<file path="config.mk">
export PLATFORM = sky130hd
export DESIGN_NAME = crrd_ctrl
export DESIGN_NICKNAME = d
export VERILOG_FILES = /design/src/design/crrd_pkg.sv /design/src/design/crrd_ctrl.sv
export SDC_FILE = /design/constraint.sdc
export NUM_CORES = 1
export LEC_CHECK = 0
export BUFFER_PORTS_ARGS = -buffer_cell sky130_fd_sc_hd__buf_2
export CORE_AREA = 3 3 40 42
export DETAILED_ROUTE_END_ITERATION = 12
export DIE_AREA = 0 0 43 45
export GPL_TIMING_DRIVEN = 0
export PLACE_DENSITY = 0.38
export SYNTH_ARGS = -nofsm -noshare
export SYNTH_HDL_FRONTEND = slang
export SYNTH_SLANG_ARGS = --single-unit
</file>
<file path="constraint.sdc">
create_clock -name clk -period 0.9 [get_ports clk]
set_input_delay 0.09 -clock clk [delete_from_list [all_inputs] [get_ports clk]]
set_output_delay 0.09 -clock clk [all_outputs]
set_load 0.05 [all_outputs]
</file>
<file path="src/design/crrd_pkg.sv">
`timescale 1ns / 1ps
`default_nettype none

package crrd_pkg;

  // Map geometry and coordinate packing of the area registers.
  localparam int MAP_WIDTH  = 128;
  localparam int MAP_HEIGHT = 128;
  localparam int COORD_BITS = 12;

  // Field widths fixed by the interface.
  localparam int POS_W     = 12;
  localparam int COLOR_W   = 8;
  localparam int CNT_W     = 15;
  localparam int CFG_W     = 24;
  localparam int CFG_IDX_W = 3;
  localparam int RAD_W     = 12;
  localparam int PCT_W     = 7;

  // Derived widths.
  localparam int CW     = (COORD_BITS > POS_W) ? COORD_BITS : POS_W;
  localparam int ROW_W  = (MAP_HEIGHT > 1) ? $clog2(MAP_HEIGHT) : 1;
  localparam int COL_W  = (MAP_WIDTH > 1) ? $clog2(MAP_WIDTH) : 1;
  localparam int SQ_W   = 2 * CW;
  localparam int DIST_W = SQ_W + 1;
  localparam int PROD_W = CNT_W + PCT_W;

  localparam logic [PCT_W-1:0] PERCENT_SCALE = PCT_W'(100);
  localparam logic [CNT_W-1:0] CNT_MAX       = '1;

  localparam logic ACT_PIXEL     = 1'b0;
  localparam logic ACT_QUERY     = 1'b1;
  localparam logic KIND_DECISION = 1'b0;
  localparam logic KIND_QUERY    = 1'b1;

  typedef enum logic [CFG_IDX_W-1:0] {
    REG_COLOR_MIN,
    REG_COLOR_MAX,
    REG_AREA_TL,
    REG_AREA_BR,
    REG_CIRCLE_CENTER,
    REG_CIRCLE_RADIUS,
    REG_DETECT_PERCENT,
    REG_GRAY_MODE
  } cfg_reg_t;

  typedef struct packed {
    logic               action;
    logic [COLOR_W-1:0] red;
    logic [COLOR_W-1:0] green;
    logic [COLOR_W-1:0] blue;
    logic [POS_W-1:0]   pos_x;
    logic [POS_W-1:0]   pos_y;
    logic               frame_end;
  } in_item_t;

  typedef struct packed {
    logic             result_kind;
    logic             detected;
    logic [CNT_W-1:0] hit_count;
    logic [CNT_W-1:0] area_count;
    logic             out_of_area;
  } out_item_t;

  // Controller to datapath.
  typedef struct packed {
    logic capture;
    logic calc;
    logic update;
    logic mul;
    logic load_query;
    logic load_dec;
  } dp_cmd_t;

  // Datapath to controller.
  typedef struct packed {
    logic clr_busy;
    logic is_query;
    logic frame_end;
  } dp_status_t;

  function automatic logic [COORD_BITS-1:0] coord_x(input logic [CFG_W-1:0] v);
    coord_x = v[COORD_BITS-1:0];
  endfunction

  function automatic logic [COORD_BITS-1:0] coord_y(input logic [CFG_W-1:0] v);
    logic [CFG_W-1:0] s;
    s = v >> COORD_BITS;
    coord_y = s[COORD_BITS-1:0];
  endfunction

  function automatic logic chan_ok(input logic [COLOR_W-1:0] c,
                                   input logic [COLOR_W-1:0] lo,
                                   input logic [COLOR_W-1:0] hi);
    chan_ok = (c >= lo) && (c <= hi);
  endfunction

endpackage

`default_nettype wire

</file>
<file path="src/design/crrd_ctrl.sv">
`timescale 1ns / 1ps
`default_nettype none

module crrd_ctrl (
  input  wire logic                 clk,
  input  wire logic                 rst_n,
  input  wire logic                 in_valid,
  output logic                      in_ready,
  output logic                      out_valid,
  input  wire logic                 out_ready,
  input  wire crrd_pkg::dp_status_t status,
  output crrd_pkg::dp_cmd_t         cmd
);

  typedef enum logic [2:0] {
    S_IDLE,
    S_CALC,
    S_UPD,
    S_MUL,
    S_RESP
  } state_t;

  state_t state_r, state_nxt;
  logic   out_valid_r, out_valid_nxt;
  logic   slot_free;

  assign slot_free = !out_valid_r || out_ready;
  assign in_ready  = (state_r == S_IDLE) && !status.clr_busy;

  always_comb begin
    state_nxt     = state_r;
    out_valid_nxt = out_ready ? 1'b0 : out_valid_r;
    cmd           = '0;
    unique case (state_r)
      S_IDLE: begin
        if (in_valid && in_ready) begin
          cmd.capture = 1'b1;
          state_nxt   = S_CALC;
        end
      end
      S_CALC: begin
        cmd.calc  = 1'b1;
        state_nxt = S_UPD;
      end
      S_UPD: begin
        if (status.is_query) begin
          state_nxt = S_RESP;
        end else begin
          cmd.update = 1'b1;
          state_nxt  = status.frame_end ? S_MUL : S_IDLE;
        end
      end
      S_MUL: begin
        cmd.mul   = 1'b1;
        state_nxt = S_RESP;
      end
      S_RESP: begin
        if (slot_free) begin
          cmd.load_query = status.is_query;
          cmd.load_dec   = !status.is_query;
          out_valid_nxt  = 1'b1;
          state_nxt      = S_IDLE;
        end
      end
      default: state_nxt = S_IDLE;
    endcase
  end

  always_ff @(posedge clk) begin
    if (!rst_n) begin
      state_r     <= S_IDLE;
      out_valid_r <= 1'b0;
    end else begin
      state_r     <= state_nxt;
      out_valid_r <= out_valid_nxt;
    end
  end

  assign out_valid = out_valid_r;

  a_accept_to_calc: assert property (@(posedge clk) disable iff (!rst_n)
    (in_valid && in_ready) |=> (state_r == S_CALC))
    else $error("accepted item did not enter the calculation step");

  a_load_needs_slot: assert property (@(posedge clk) disable iff (!rst_n)
    (cmd.load_query || cmd.load_dec) |-> (!out_valid_r || out_ready))
    else $error("result loaded over an untaken result");

  a_cmd_onehot: assert property (@(posedge clk) disable iff (!rst_n)
    $onehot0(cmd))
    else $error("more than one datapath command in a cycle");

endmodule

`default_nettype wire

</file>
# --- Word level (Yosys, flattened, before mapping) ---
# Cells that the tools add are included.
# Widths: inputs -> output; s select.
totals:
  register_bits: 4
  inputBits: 7
  output_inout_bits: 8
op_classes:
  n_eq_ne: 6
  n_mux: 16
  reduce_logical: 8
op_table:
  columns: ["cell", "n"]
  rows:
  - ["$pmux 3 s5", 1]
  - ["$mux 1", 9]
  - ["$mux 3", 3]
  - ["$eq 3x2->1 const B", 2]
  - ["$mux 2", 3]
  - ["$eq 3x1->1 const B", 1]
  - ["$eq 3x3->1 const B", 1]
  - ["$logic_not 1->1", 3]
  - ["$logic_not 3->1", 1]
  - ["$logic_and 1x1->1", 2]
  - ["$ne 2x1->1 const B", 1]
  - ["$ne 2x2->1 const B", 1]
  - ["$reduce_and 2->1", 1]
  - ["$logic_or 1x1->1", 1]

# --- Longest topological paths before layout ---
# Gate-level depths: netlist (run 1).
logic_depth:
  ltp_word: 5
  ltp_mapped: 2

# --- Least setup slack after synthesis (run 1) ---
# OpenSTA, ideal clock, no wires.
synth_timing:
  kind: "reg-to-reg"
  start: "register state_r[0]"
  end: "register state_r[0]"
  t_arrival_ns: 2.319
  t_required_ns: 0.827
  setup_slack_ns: -1.492
  path_stages_with_launch: 3
  n_path_buf: 0
  path_cell_list: "dfxtp_1 > nor4b_1 > a32o_1"
synth_via:
  elab_chain_len: 5
  elab_cells_between_ends: 11
  classes_between: "eq/ne: 6; mux: 1; reduce/logical: 4"
synth_lines:
  columns: ["item", "line_no", "rtl"]
  rows:
  - ["start: declaration", "crrd_ctrl.sv:23", "state_t state_r, state_nxt;"]
  - ["start signal: assignment", "crrd_ctrl.sv:74", "state_r <= state_nxt;"]
  - ["$logic_not 3->1", "crrd_ctrl.sv:28, crrd_ctrl.sv:34", null]
  - ["$logic_and 1x1->1", "crrd_ctrl.sv:28", "assign in_ready = (state_r == S_IDLE) && !status.clr_busy;"]
  - ["$logic_and 1x1->1", "crrd_ctrl.sv:36", "if (in_valid && in_ready) begin"]
  - ["$ne 2x1->1 (no line)", null, null]
  - ["$reduce_and 2->1 (no line)", null, null]
# Parallel ways exist; a longest one is shown, timed or not.
# A chain may end at the register's enable or synchronous reset.

==> impl_metrics.json, run 1 <==
{
  "detail-route-antenna-nets": 0,
  "antenna_found_initial": 0,
  "routed_wl_mm": 1.04,
  "busiest_layer": "met2",
  "grt.met3_usage_pct": 3.98,
  "nNetsFinal": 67,
  "synthCells": 26,
  "synth_area_um2": 239,
  "final.period_utilization_pct": 165,
  "vdd_drop_max_mv": 0.421,
  "cts_max_path_buffers": 2,
  "status": "finished, violations left",
  "swShare_pct": 30.1,
  "synth_top_area_share_pct": 33.5,
  "switchingPower_mw": 0.183,
  "firstDrtPassIters": 3,
  "path_max_fanout": 3,
  "yosysTopAreaCell": "dfxtp_1",
  "finalHoldViolations": 0,
  "drv_slew": 0,
  "drive_gt1_share_pct": 81.0,
  "syn2layout_area_growth_pct": 172,
  "grt_pass1_wl_mm": 1.52,
  "critPathArrivalTime_ns": 1.39,
  "yosysWarnings": 0,
  "via_count": 325,
  "gr-usage-met2_pct": 18.3,
  "drt_iter0_drc": 4,
  "grt_overflow": 0,
  "critPathBufInv": 2,
  "slowest_delay_ns": 0.34,
  "cts_htree_levels": 1,
  "die_w_um": 43,
  "ys_top_cells_by_area": "dfxtp_1 34%, or2b_1 6.3%, and2_1 5.2%",
  "cp-end-kind": "primary output",
  "fin_crit_ns": 1.48,
  "tns_ns": -5.19,
  "fin_ws_ns": -0.584,
  "initial_utilization_pct": 18.6,
  "power_frac_comb_pct": 32.6,
  "routedWlPerCell_um": 14.2,
  "dp_hpwl_um": 545,
  "worstSkewPairLatency_ns": 0.24,
  "ys_types": 18,
  "worstMarginPinSlew_ns": 0.376,
  "cp_slowest_cell": "dfxtp_4",
  "rsz0062_at_grt": "true",
  "p_leak_nw": 0.263,
  "finalPower_mw": 0.607,
  "clock_skew_ns": 0.00456,
  "grt_max_degree": 6,
  "path_class": "flip-flop to primary output",
  "grt_pass1_vias": 347,
  "start_kind": "flip-flop",
  "grt_usage_pct": 10.8,
  "syn_nets": 33,
  "num_io_pins": 15,
  "cts_sinks": 4,
  "synth-seq-cells": 4,
  "avgSynthCellArea_um2": 9.19,
  "worst_ep_required_time_ns": 0.81,
  "ys_seq_area_share_pct": 33.5,
  "hold_path.class": "primary input to flip-flop",
  "cp_top_family": "simple AND/OR/NAND/NOR gates",
  "pwr-share-clk_pct": 37.3,
  "max_freq_ghz": 0.674,
  "root_buffer": "clkbuf_4",
  "cts_buffers": 3,
  "use_met1_pct": 11.3,
  "gp_congestion": 0.701,
  "powerDensity_nw_per_um2": 933,
  "numPortBuffers": 14,
  "cts_tree": "built",
  "cap_violations": 0,
  "max_slew_margin_pct": 74.9,
  "drc": 0,
  "p_int_mw": 0.424,
  "via_per_inst": 4.45,
  "setup_violations": 11,
  "die_area_um2": 1940,
  "antennaDiodeCount": 0,
  "core_area_um2": 1280,
  "path_clk_slew_ns": 0.04,
  "power_frac_seq_pct": 30.1,
  "path_cells": "buf_6 -> nor4_4 -> and2_4 -> buf_8",
  "fp-row-count": 13,
  "die_h_um": 45,
  "hold_buffers": 0,
  "violations": "negative setup slack"
}
==> final cells by class <==
cell class	instances	area, µm²
clock buffers	3	22.5
well taps	15	18.8
flip-flops and latches	4	92.6
fillers	123	634
repair buffers	29	283
inverters	2	7.51
multi-input cells	20	226
==> synthesized netlist by cell type, drive strengths merged <==
master / instances
nor2: 3
nor4b: 1
dfxtp: 4
nor3: 1
a32o: 1
nor2b: 1
or3b: 1
inv: 2
nand4bb: 1
a21oi: 1
and2: 2
nand3b: 1
a211oi: 1
or2b: 2
nor4: 1
nand2b: 1
o32ai: 1
nor3b: 1
==> routing by layer <==
metal	share of wire, %	routed length [µm]
met5	0	0
met4	0	0
met3	4.2	44
met2	58	602
met1	38	390
==> sequential cells by signal (all words and copies together), names as in the netlist <==
name	flops
state_r	3
out_valid	1
==> power groups by stage <==
stage / Sequential [mW] / Clock (mW) / Combinational [mW]
floorplan: 0.193 / 0 / 0.0815
global placement: 0.194 / 0 / 0.119
detailed placement: 0.194 / 0 / 0.119
CTS: 0.182 / 0.235 / 0.175
global route: 0.183 / 0.257 / 0.207
finish: 0.183 / 0.227 / 0.198
==> worst paths after layout <==
kind / from / endpoint / slack, ns / cells after the start
max: state_r[0] / cmd[5] / -0.58 / 4
min: in_valid / state_r[0] / 0.13 / 2
max reg2reg: state_r[0] / state_r[2] / -0.52 / 6
min reg2reg: out_valid / out_valid / 0.51 / 2
==> cell usage in the layout (no fill, tap or decap), drive strengths merged, types with 2 or more instances in the layout <==
cell type  netlist  final
buf              0     29
nor2             3      3
inv              2      2
or2b             2      2
and2             2      2
dfxtp            4      4
clkbuf           0      3
==> logic make-up (layout without fill, tap and decap cells) <==
| family | Yosys count | count (layout) | synth area share [%] |
|---|---|---|---|
| buffers and inverters | 2 | 34 | 3.14 |
| AO/OA/AOI/OAI | 4 | 4 | 13.1 |
| flip-flops | 4 | 4 | 33.5 |
| AND/OR/NAND/NOR | 16 | 16 | 50.3 |
==> per-stage QoR <==
| step | cell area, µm² | setup slack (ns) | hold WS [ns] | utilization [%] | cells |
|---|---|---|---|---|---|
| floorplan | 307 | -0.589 | 0.238 | - | 26 |
| global placement | 395 | -0.489 | 0.363 | 30.8 | 55 |
| detailed placement | 395 | -0.500 | 0.366 | 30.8 | 55 |
| CTS | 601 | -0.592 | 0.118 | 46.7 | 70 |
| global route | 651 | -0.627 | 0.123 | 50.6 | 73 |
| finish | 651 | -0.584 | 0.128 | 50.6 | 73 |
==> what timing repair did <==
| item | CTS | global route |
|---|---|---|
| endpoints found under the setup margin | 12 | 12 |
| pin swaps | 4 | 8 |
| buffers inserted | 12 | 6 |
| gates resized for setup | 24 | 8 |
Power figures use the tool's default switching activity.
==> run 2, diff against run 1 <==
--- a/config.mk
+++ b/config.mk
@@ -6,11 +6,13 @@
 export NUM_CORES = 1
 export LEC_CHECK = 0
 export BUFFER_PORTS_ARGS = -buffer_cell sky130_fd_sc_hd__buf_2
+export CELL_PAD_IN_SITES_DETAIL_PLACEMENT = 0
+export CELL_PAD_IN_SITES_GLOBAL_PLACEMENT = 1
 export CORE_AREA = 3 3 40 42
 export DETAILED_ROUTE_END_ITERATION = 12
 export DIE_AREA = 0 0 43 45
 export GPL_TIMING_DRIVEN = 0
-export PLACE_DENSITY = 0.38
+export PLACE_DENSITY = 0.51
 export SYNTH_ARGS = -nofsm -noshare
 export SYNTH_HDL_FRONTEND = slang
 export SYNTH_SLANG_ARGS = --single-unit
==> run 2 against run 1 <==
The run still ends with negative setup slack left. Design area down 6.9%. Clock-buffer cell count did not move. Flip-flop and latch count stayed put. Routed wire length shrank 9.6%. Combinational power fell by 2%. Cell count down 1.4%.
==> impl_metrics.json, run 2 (synthesis gave the netlist of run 1 again) <==
{
  "die_w_um": 43,
  "fin_crit_ns": 1.47,
  "grt_pass1_vias": 337,
  "core_area_um2": 1280,
  "largest_register_ffs": 3,
  "cp_slowest_cell": "or3b_4",
  "rsz0062_at_grt": "true",
  "holdPathStages": 2,
  "nNetsFinal": 66,
  "via_per_inst": 4.36,
  "hold_path.class": "primary input to flip-flop",
  "r2r_cells": 6,
  "worstHoldStart": "in_valid",
  "worst_ep_required_time_ns": 0.81,
  "final_common_cell": "buf_4",
  "cts_buffers": 3,
  "drt_iter0_drc": 5,
  "die_h_um": 45,
  "grt_usage_pct": 10.3,
  "numPortBuffers": 14,
  "initial_utilization_pct": 18.6,
  "antenna_found_initial": 0,
  "power_frac_seq_pct": 30.3,
  "path_max_fanout": 4,
  "hold_buffers": 0,
  "drv_slew": 0,
  "holdPathEnd": "state_r[0]",
  "worstMarginPinSlew_ns": 0.384,
  "grt_pass1_wl_mm": 1.39,
  "r2r-end": "state_r[1]",
  "cts_max_path_buffers": 2,
  "fin_ws_ns": -0.572,
  "vdd_drop_max_mv": 0.583,
  "switchingPower_mw": 0.178,
  "power_frac_comb_pct": 32.2,
  "multi_input_comb_area_um2": 215,
  "rrSetupSlack_ns": -0.47,
  "final_util_pct": 47.1,
  "fp-row-count": 13,
  "final.fill_count": 127,
  "root_buffer": "clkbuf_4",
  "detail-route-antenna-nets": 0,
  "max_slew_margin_pct": 74.3,
  "routed_wl_um": 937,
  "via_count": 314,
  "violations": "negative setup slack",
  "cts_htree_levels": 1,
  "r2r-start": "state_r[1]",
  "final.period_utilization_pct": 164,
  "path_clk_slew_ns": 0.04,
  "worstSkewPairLatency_ns": 0.24,
  "pwr-share-clk_pct": 37.5,
  "grt_max_degree": 6,
  "cts_tree": "built",
  "path_class": "flip-flop to primary output",
  "top_register": "state_r",
  "powerDensity_nw_per_um2": 995,
  "syn2layout_area_growth_pct": 153,
  "slowest_delay_ns": 0.44,
  "path_cells": "or3b_4 -> nor3b_4 -> buf_6",
  "final-instance-count-excl-fill": 72,
  "drc": 0,
  "swShare_pct": 29.6,
  "place_inst": 55,
  "p_leak_nw": 0.252,
  "max_freq_ghz": 0.680,
  "final_area_um2": 606,
  "num_io_pins": 15,
  "p_int_mw": 0.424,
  "antennaDiodeCount": 0,
  "regArea_um2": 92.6,
  "grt_overflow": 0,
  "final_cell_mix": "12 x buf_4, 7 x buf_6, 6 x buf_2",
  "status": "finished, violations left",
  "setup_violations": 11,
  "finalHoldViolations": 0,
  "dp_hpwl_um": 527,
  "drive_gt1_share_pct": 77.2,
  "cap_violations": 0,
  "start_kind": "flip-flop",
  "routedWlPerCell_um": 13.0,
  "critPathArrivalTime_ns": 1.38,
  "firstDrtPassIters": 2,
  "die_area_um2": 1940,
  "cp-end-kind": "primary output",
  "postPlaceCellArea_um2": 395,
  "gp_congestion": 0.692,
  "clock_skew_ns": 0.00232,
  "cts_sinks": 4
}
-- run 2: changes by cell type in the layout (fill, tap and decap cells not counted) --
cell,delta
a21oi_1,+1
o32ai_1,+1
a21oi_2,-1
o32ai_2,-1
buf_6,-7
buf_4,+6
-- run 2: cell type report --
class / instances / share of cell area, %
multi-input cells: 20 / 35.5
inverters: 2 / 1.24
well taps: 15 / 3.10
flip-flops and latches: 4 / 15.3
repair buffers: 28 / 41.1
clock buffers: 3 / 3.72
-- run 2: critical path: cells and delay by family, from the launching register on --
family        cells  cell delay [ns]
buf+inv           1             0.18
flops             1             0.34
simple gates      2             0.63
-- run 2: worst max-delay path by stage --
stage                          start      to  cells past startpoint  slack, ns
final                     state_r[1]  cmd[1]                      3      -0.57
after global routing      state_r[2]  cmd[5]                      4      -0.61
after CTS                 state_r[1]  cmd[1]                      3      -0.57
after detailed placement  state_r[2]  cmd[1]                      3      -0.49
after global placement    state_r[2]  cmd[1]                      3      -0.48
after floorplan           state_r[1]  cmd[5]                      2      -0.59
-- run 2: routing by layer --
layer / GRT usage [%] / routed length, µm / vias to the layer above
met5: 0 / 0 / -
met4: 5.42 / 16 / 0
met3: 4.78 / 45 / 2
met2: 20.7 / 560 / 11
met1: 8.15 / 315 / 144
li1: - / - / 157
-- run 2: power groups by stage --
stage	clock [mW]	combinational, mW	sequential (mW)
4_1_cts	0.237	0.176	0.182
3_3_place_gp	0	0.118	0.194
2_1_floorplan	0	0.0815	0.193
5_1_grt	0.266	0.202	0.183
6_report	0.226	0.194	0.183
3_5_place_dp	0	0.119	0.194
-- run 2: repair_timing --
item                                    in CTS  in global routing
buffers inserted                            10                  4
gates resized for setup                     20                  2
endpoints found under the setup margin      12                 12
pin swaps                                    5                  1
-- run 2: stage by stage --
stage                     setup TNS [ns]  power [mW]  hold slack, ns  setup WS [ns]
after global routing               -5.19       0.650           0.118         -0.607
after CTS                          -4.49       0.595           0.110         -0.574
after global placement             -2.15       0.312           0.346         -0.484
after floorplan                    -2.85       0.274           0.238         -0.589
final                              -4.68       0.602           0.124         -0.572
after detailed placement           -2.26       0.313           0.364         -0.486
==> run 3, diff against run 2 <==
--- a/config.mk
+++ b/config.mk
@@ -5,6 +5,7 @@
 export SDC_FILE = /design/constraint.sdc
 export NUM_CORES = 1
 export LEC_CHECK = 0
+export ABC_AREA = 1
 export BUFFER_PORTS_ARGS = -buffer_cell sky130_fd_sc_hd__buf_2
 export CELL_PAD_IN_SITES_DETAIL_PLACEMENT = 0
 export CELL_PAD_IN_SITES_GLOBAL_PLACEMENT = 1
@@ -12,7 +13,8 @@
 export DETAILED_ROUTE_END_ITERATION = 12
 export DIE_AREA = 0 0 43 45
 export GPL_TIMING_DRIVEN = 0
-export PLACE_DENSITY = 0.51
+export PLACE_DENSITY = 0.53
+export RECOVER_POWER = 100
 export SYNTH_ARGS = -nofsm -noshare
 export SYNTH_HDL_FRONTEND = slang
 export SYNTH_SLANG_ARGS = --single-unit
==> run 3 against run 2 <==
The run still ends with negative setup slack left. Routed wire length down 13%. Core utilization increased by 0.49 points. Clock power rose by 5%. Critical endpoint is now cmd[5]. Maximum frequency is 19% higher. Synthesized cell count up 38%. Sequential power rose by 18%. Total power up 49%. First-iteration DRC count decreased by 80%. Flip-flop and latch count unchanged. Critical path type unchanged.
==> impl_metrics.json, run 3 <==
{
  "synth-main-ff-cell": "dfxtp_1",
  "setup_violations": 11,
  "grt_overflow": 0,
  "worst_ep_required_time_ns": 0.81,
  "drv_slew": 0,
  "synth_top_family_by_area": "simple AND/OR/NAND/NOR gates",
  "synthAdderAreaFrac_pct": 0,
  "firstDrtPassIters": 2,
  "violations": "negative setup slack",
  "ys_seq_area_share_pct": 34.6,
  "antenna_found_initial": 0,
  "fin_ws_ns": -0.342,
  "critPathBufInv": 1,
  "cts_htree_levels": 1,
  "hold_buffers": 0,
  "drive_gt1_share_pct": 82.3,
  "start_kind": "flip-flop",
  "detail-route-antenna-nets": 0,
  "syn2layout_area_growth_pct": 164,
  "fp-row-count": 13,
  "ys_types": 13,
  "die_area_um2": 1940,
  "slowest_delay_ns": 0.34,
  "clock_skew_ns": 0.00523,
  "pre_cts_ws_ns": -0.237,
  "cts_sinks": 4,
  "numPortBuffers": 14,
  "nNetsFinal": 70,
  "synthCells": 36,
  "routed_wl_um": 815,
  "synth_top_area_share_pct": 34.6,
  "initial_utilization_pct": 18.0,
  "avgSynthCellArea_um2": 6.43,
  "holdPathStages": 3,
  "synth.cells.most_frequent": "7 x inv_1, 6 x nor2_1, 4 x dfxtp_1, 4 x nand2_1",
  "critPathArrivalTime_ns": 1.15,
  "routedWlPerCell_um": 10.6,
  "grt_pass1_wl_mm": 1.33,
  "top_register": "state_r",
  "powerDensity_nw_per_um2": 1470,
  "path_class": "flip-flop to primary output",
  "drc": 0,
  "antennaDiodeCount": 0,
  "p_leak_nw": 0.244,
  "die_h_um": 45,
  "status": "finished, violations left",
  "syn_nets": 43,
  "vdd_drop_max_mv": 0.622,
  "whs_ns": 0.145,
  "finalPower_mw": 0.900,
  "grt_max_degree": 6,
  "cp_num_cells": 4,
  "max_freq_ghz": 0.805,
  "grt_usage_pct": 9.09,
  "finalHoldViolations": 0,
  "final_common_cell": "buf_4",
  "regArea_um2": 91.3,
  "yosysTopAreaCell": "dfxtp_1",
  "cp_top_family": "simple AND/OR/NAND/NOR gates",
  "cp-end-kind": "primary output",
  "hold_path.class": "primary input to flip-flop",
  "worstSkewPairLatency_ns": 0.23,
  "gp_congestion": 0.684,
  "synth_edf_count": 0,
  "cap_violations": 0,
  "synth-xor-area-share_pct": 0,
  "cts_buffers": 3,
  "synth_compound_area_share_pct": 11.9,
  "yosysWarnings": 0,
  "cts_max_path_buffers": 2,
  "synth-seq-cells": 4,
  "worstMarginPinSlew_ns": 0.199,
  "ys_top_cells_by_area": "dfxtp_1 35%, inv_1 11%, nor2_1 9.7%",
  "synthArstFlopShare_pct": 0,
  "rsz0062_at_grt": "true",
  "r2r_cells": 7,
  "root_buffer": "clkbuf_4",
  "die_w_um": 43,
  "cp_slowest_cell": "dfxtp_4",
  "core_area_um2": 1280,
  "grt_pass1_vias": 325,
  "final_cell_mix": "8 x buf_4, 7 x nor2_4, 6 x buf_2",
  "multi_input_comb_area_um2": 249,
  "path_clk_slew_ns": 0.04,
  "largest_register_ffs": 3,
  "synthMuxAreaShare_pct": 0,
  "drt_iter0_drc": 1,
  "num_io_pins": 15,
  "via_count": 328,
  "final.fill_count": 132,
  "synth_simple_gate_area_share_pct": 42.2,
  "final.period_utilization_pct": 138,
  "max_slew_margin_pct": 86.6,
  "synth_most_common_cell": "inv_1",
  "path_cells": "nor2_4 -> nand2_4 -> nor3_4 -> buf_6",
  "synth_area_um2": 231,
  "via_per_inst": 4.26,
  "path_max_fanout": 4,
  "fin_crit_ns": 1.24,
  "dp_hpwl_um": 595,
  "cts_tree": "built"
}
[run 3: cell count changes in the layout (fill, tap and decap cells not counted), moves of 2 or more]
cell     previous run  this run
a21oi_2             0         2
nand2_1             0         2
inv_2               0         3
nand2_4             0         2
or2b_1              2         0
buf_6               7         5
buf_4              12         8
nor2_4              2         7
nand3_1             0         2
[run 3: metrics by stage]
stage	instances	util, %	TNS, ns	instance area, µm²
after floorplan	36	-	-0.883	328
after global placement	65	32.4	-1.04	417
after detailed placement	65	32.4	-1.09	417
after CTS	72	42.7	-2.38	549
after global routing	77	47.6	-3.24	612
final	77	47.6	-2.62	612
[run 3: tightest hold or removal path, cell delays in order]
cell,delay (ns)
buf_2,0.10
nand3_2,0.08
a21oi_2,0.05
[run 3: cell type report]
type / instances / share of cell area (%)
Inverter: 7 / 5.73
Multi-Input combinational cell: 25 / 40.7
Timing Repair Buffer: 22 / 31.3
Sequential cell: 4 / 14.9
Clock buffer: 4 / 4.29
Tap cell: 15 / 3.07
[run 3: repair_timing]
| item | 4_1_cts | 5_1_grt |
|---|---|---|
| endpoints found under the setup margin | 10 | 11 |
| pin swaps | 5 | 5 |
| setup buffers | 3 | 5 |
| gates resized for setup | 28 | 7 |
[run 3: cell families after synthesis]
logic type / count (synthesis)
simple gates: 20
buf+inv: 7
compound gates: 5
flops: 4
[run 3: worst paths after layout]
path                    from          to  slack (ns)
setup / recovery  state_r[1]      cmd[5]       -0.34
hold / removal     status[0]  state_r[1]        0.14
setup reg to reg  state_r[1]  state_r[2]       -0.20
hold reg to reg    out_valid   out_valid        0.58
[run 3: report_power, final]
part	internal (mW)	switching, mW	leakage [nW]	total [mW]
Combinational	0.190	0.256	0.195	0.446
Clock	0.166	0.0717	0.0150	0.238
Sequential	0.194	0.0221	0.0348	0.216
[run 3: routing by layer]
layer  vias to the layer above  GRT usage, %  wire length (µm)
li1                        168             -                 -
met1                       149          10.9               285
met2                        11          14.1               464
met3                         0          4.38                65
met4                         0          3.61                 0
met5                         -             0                 0
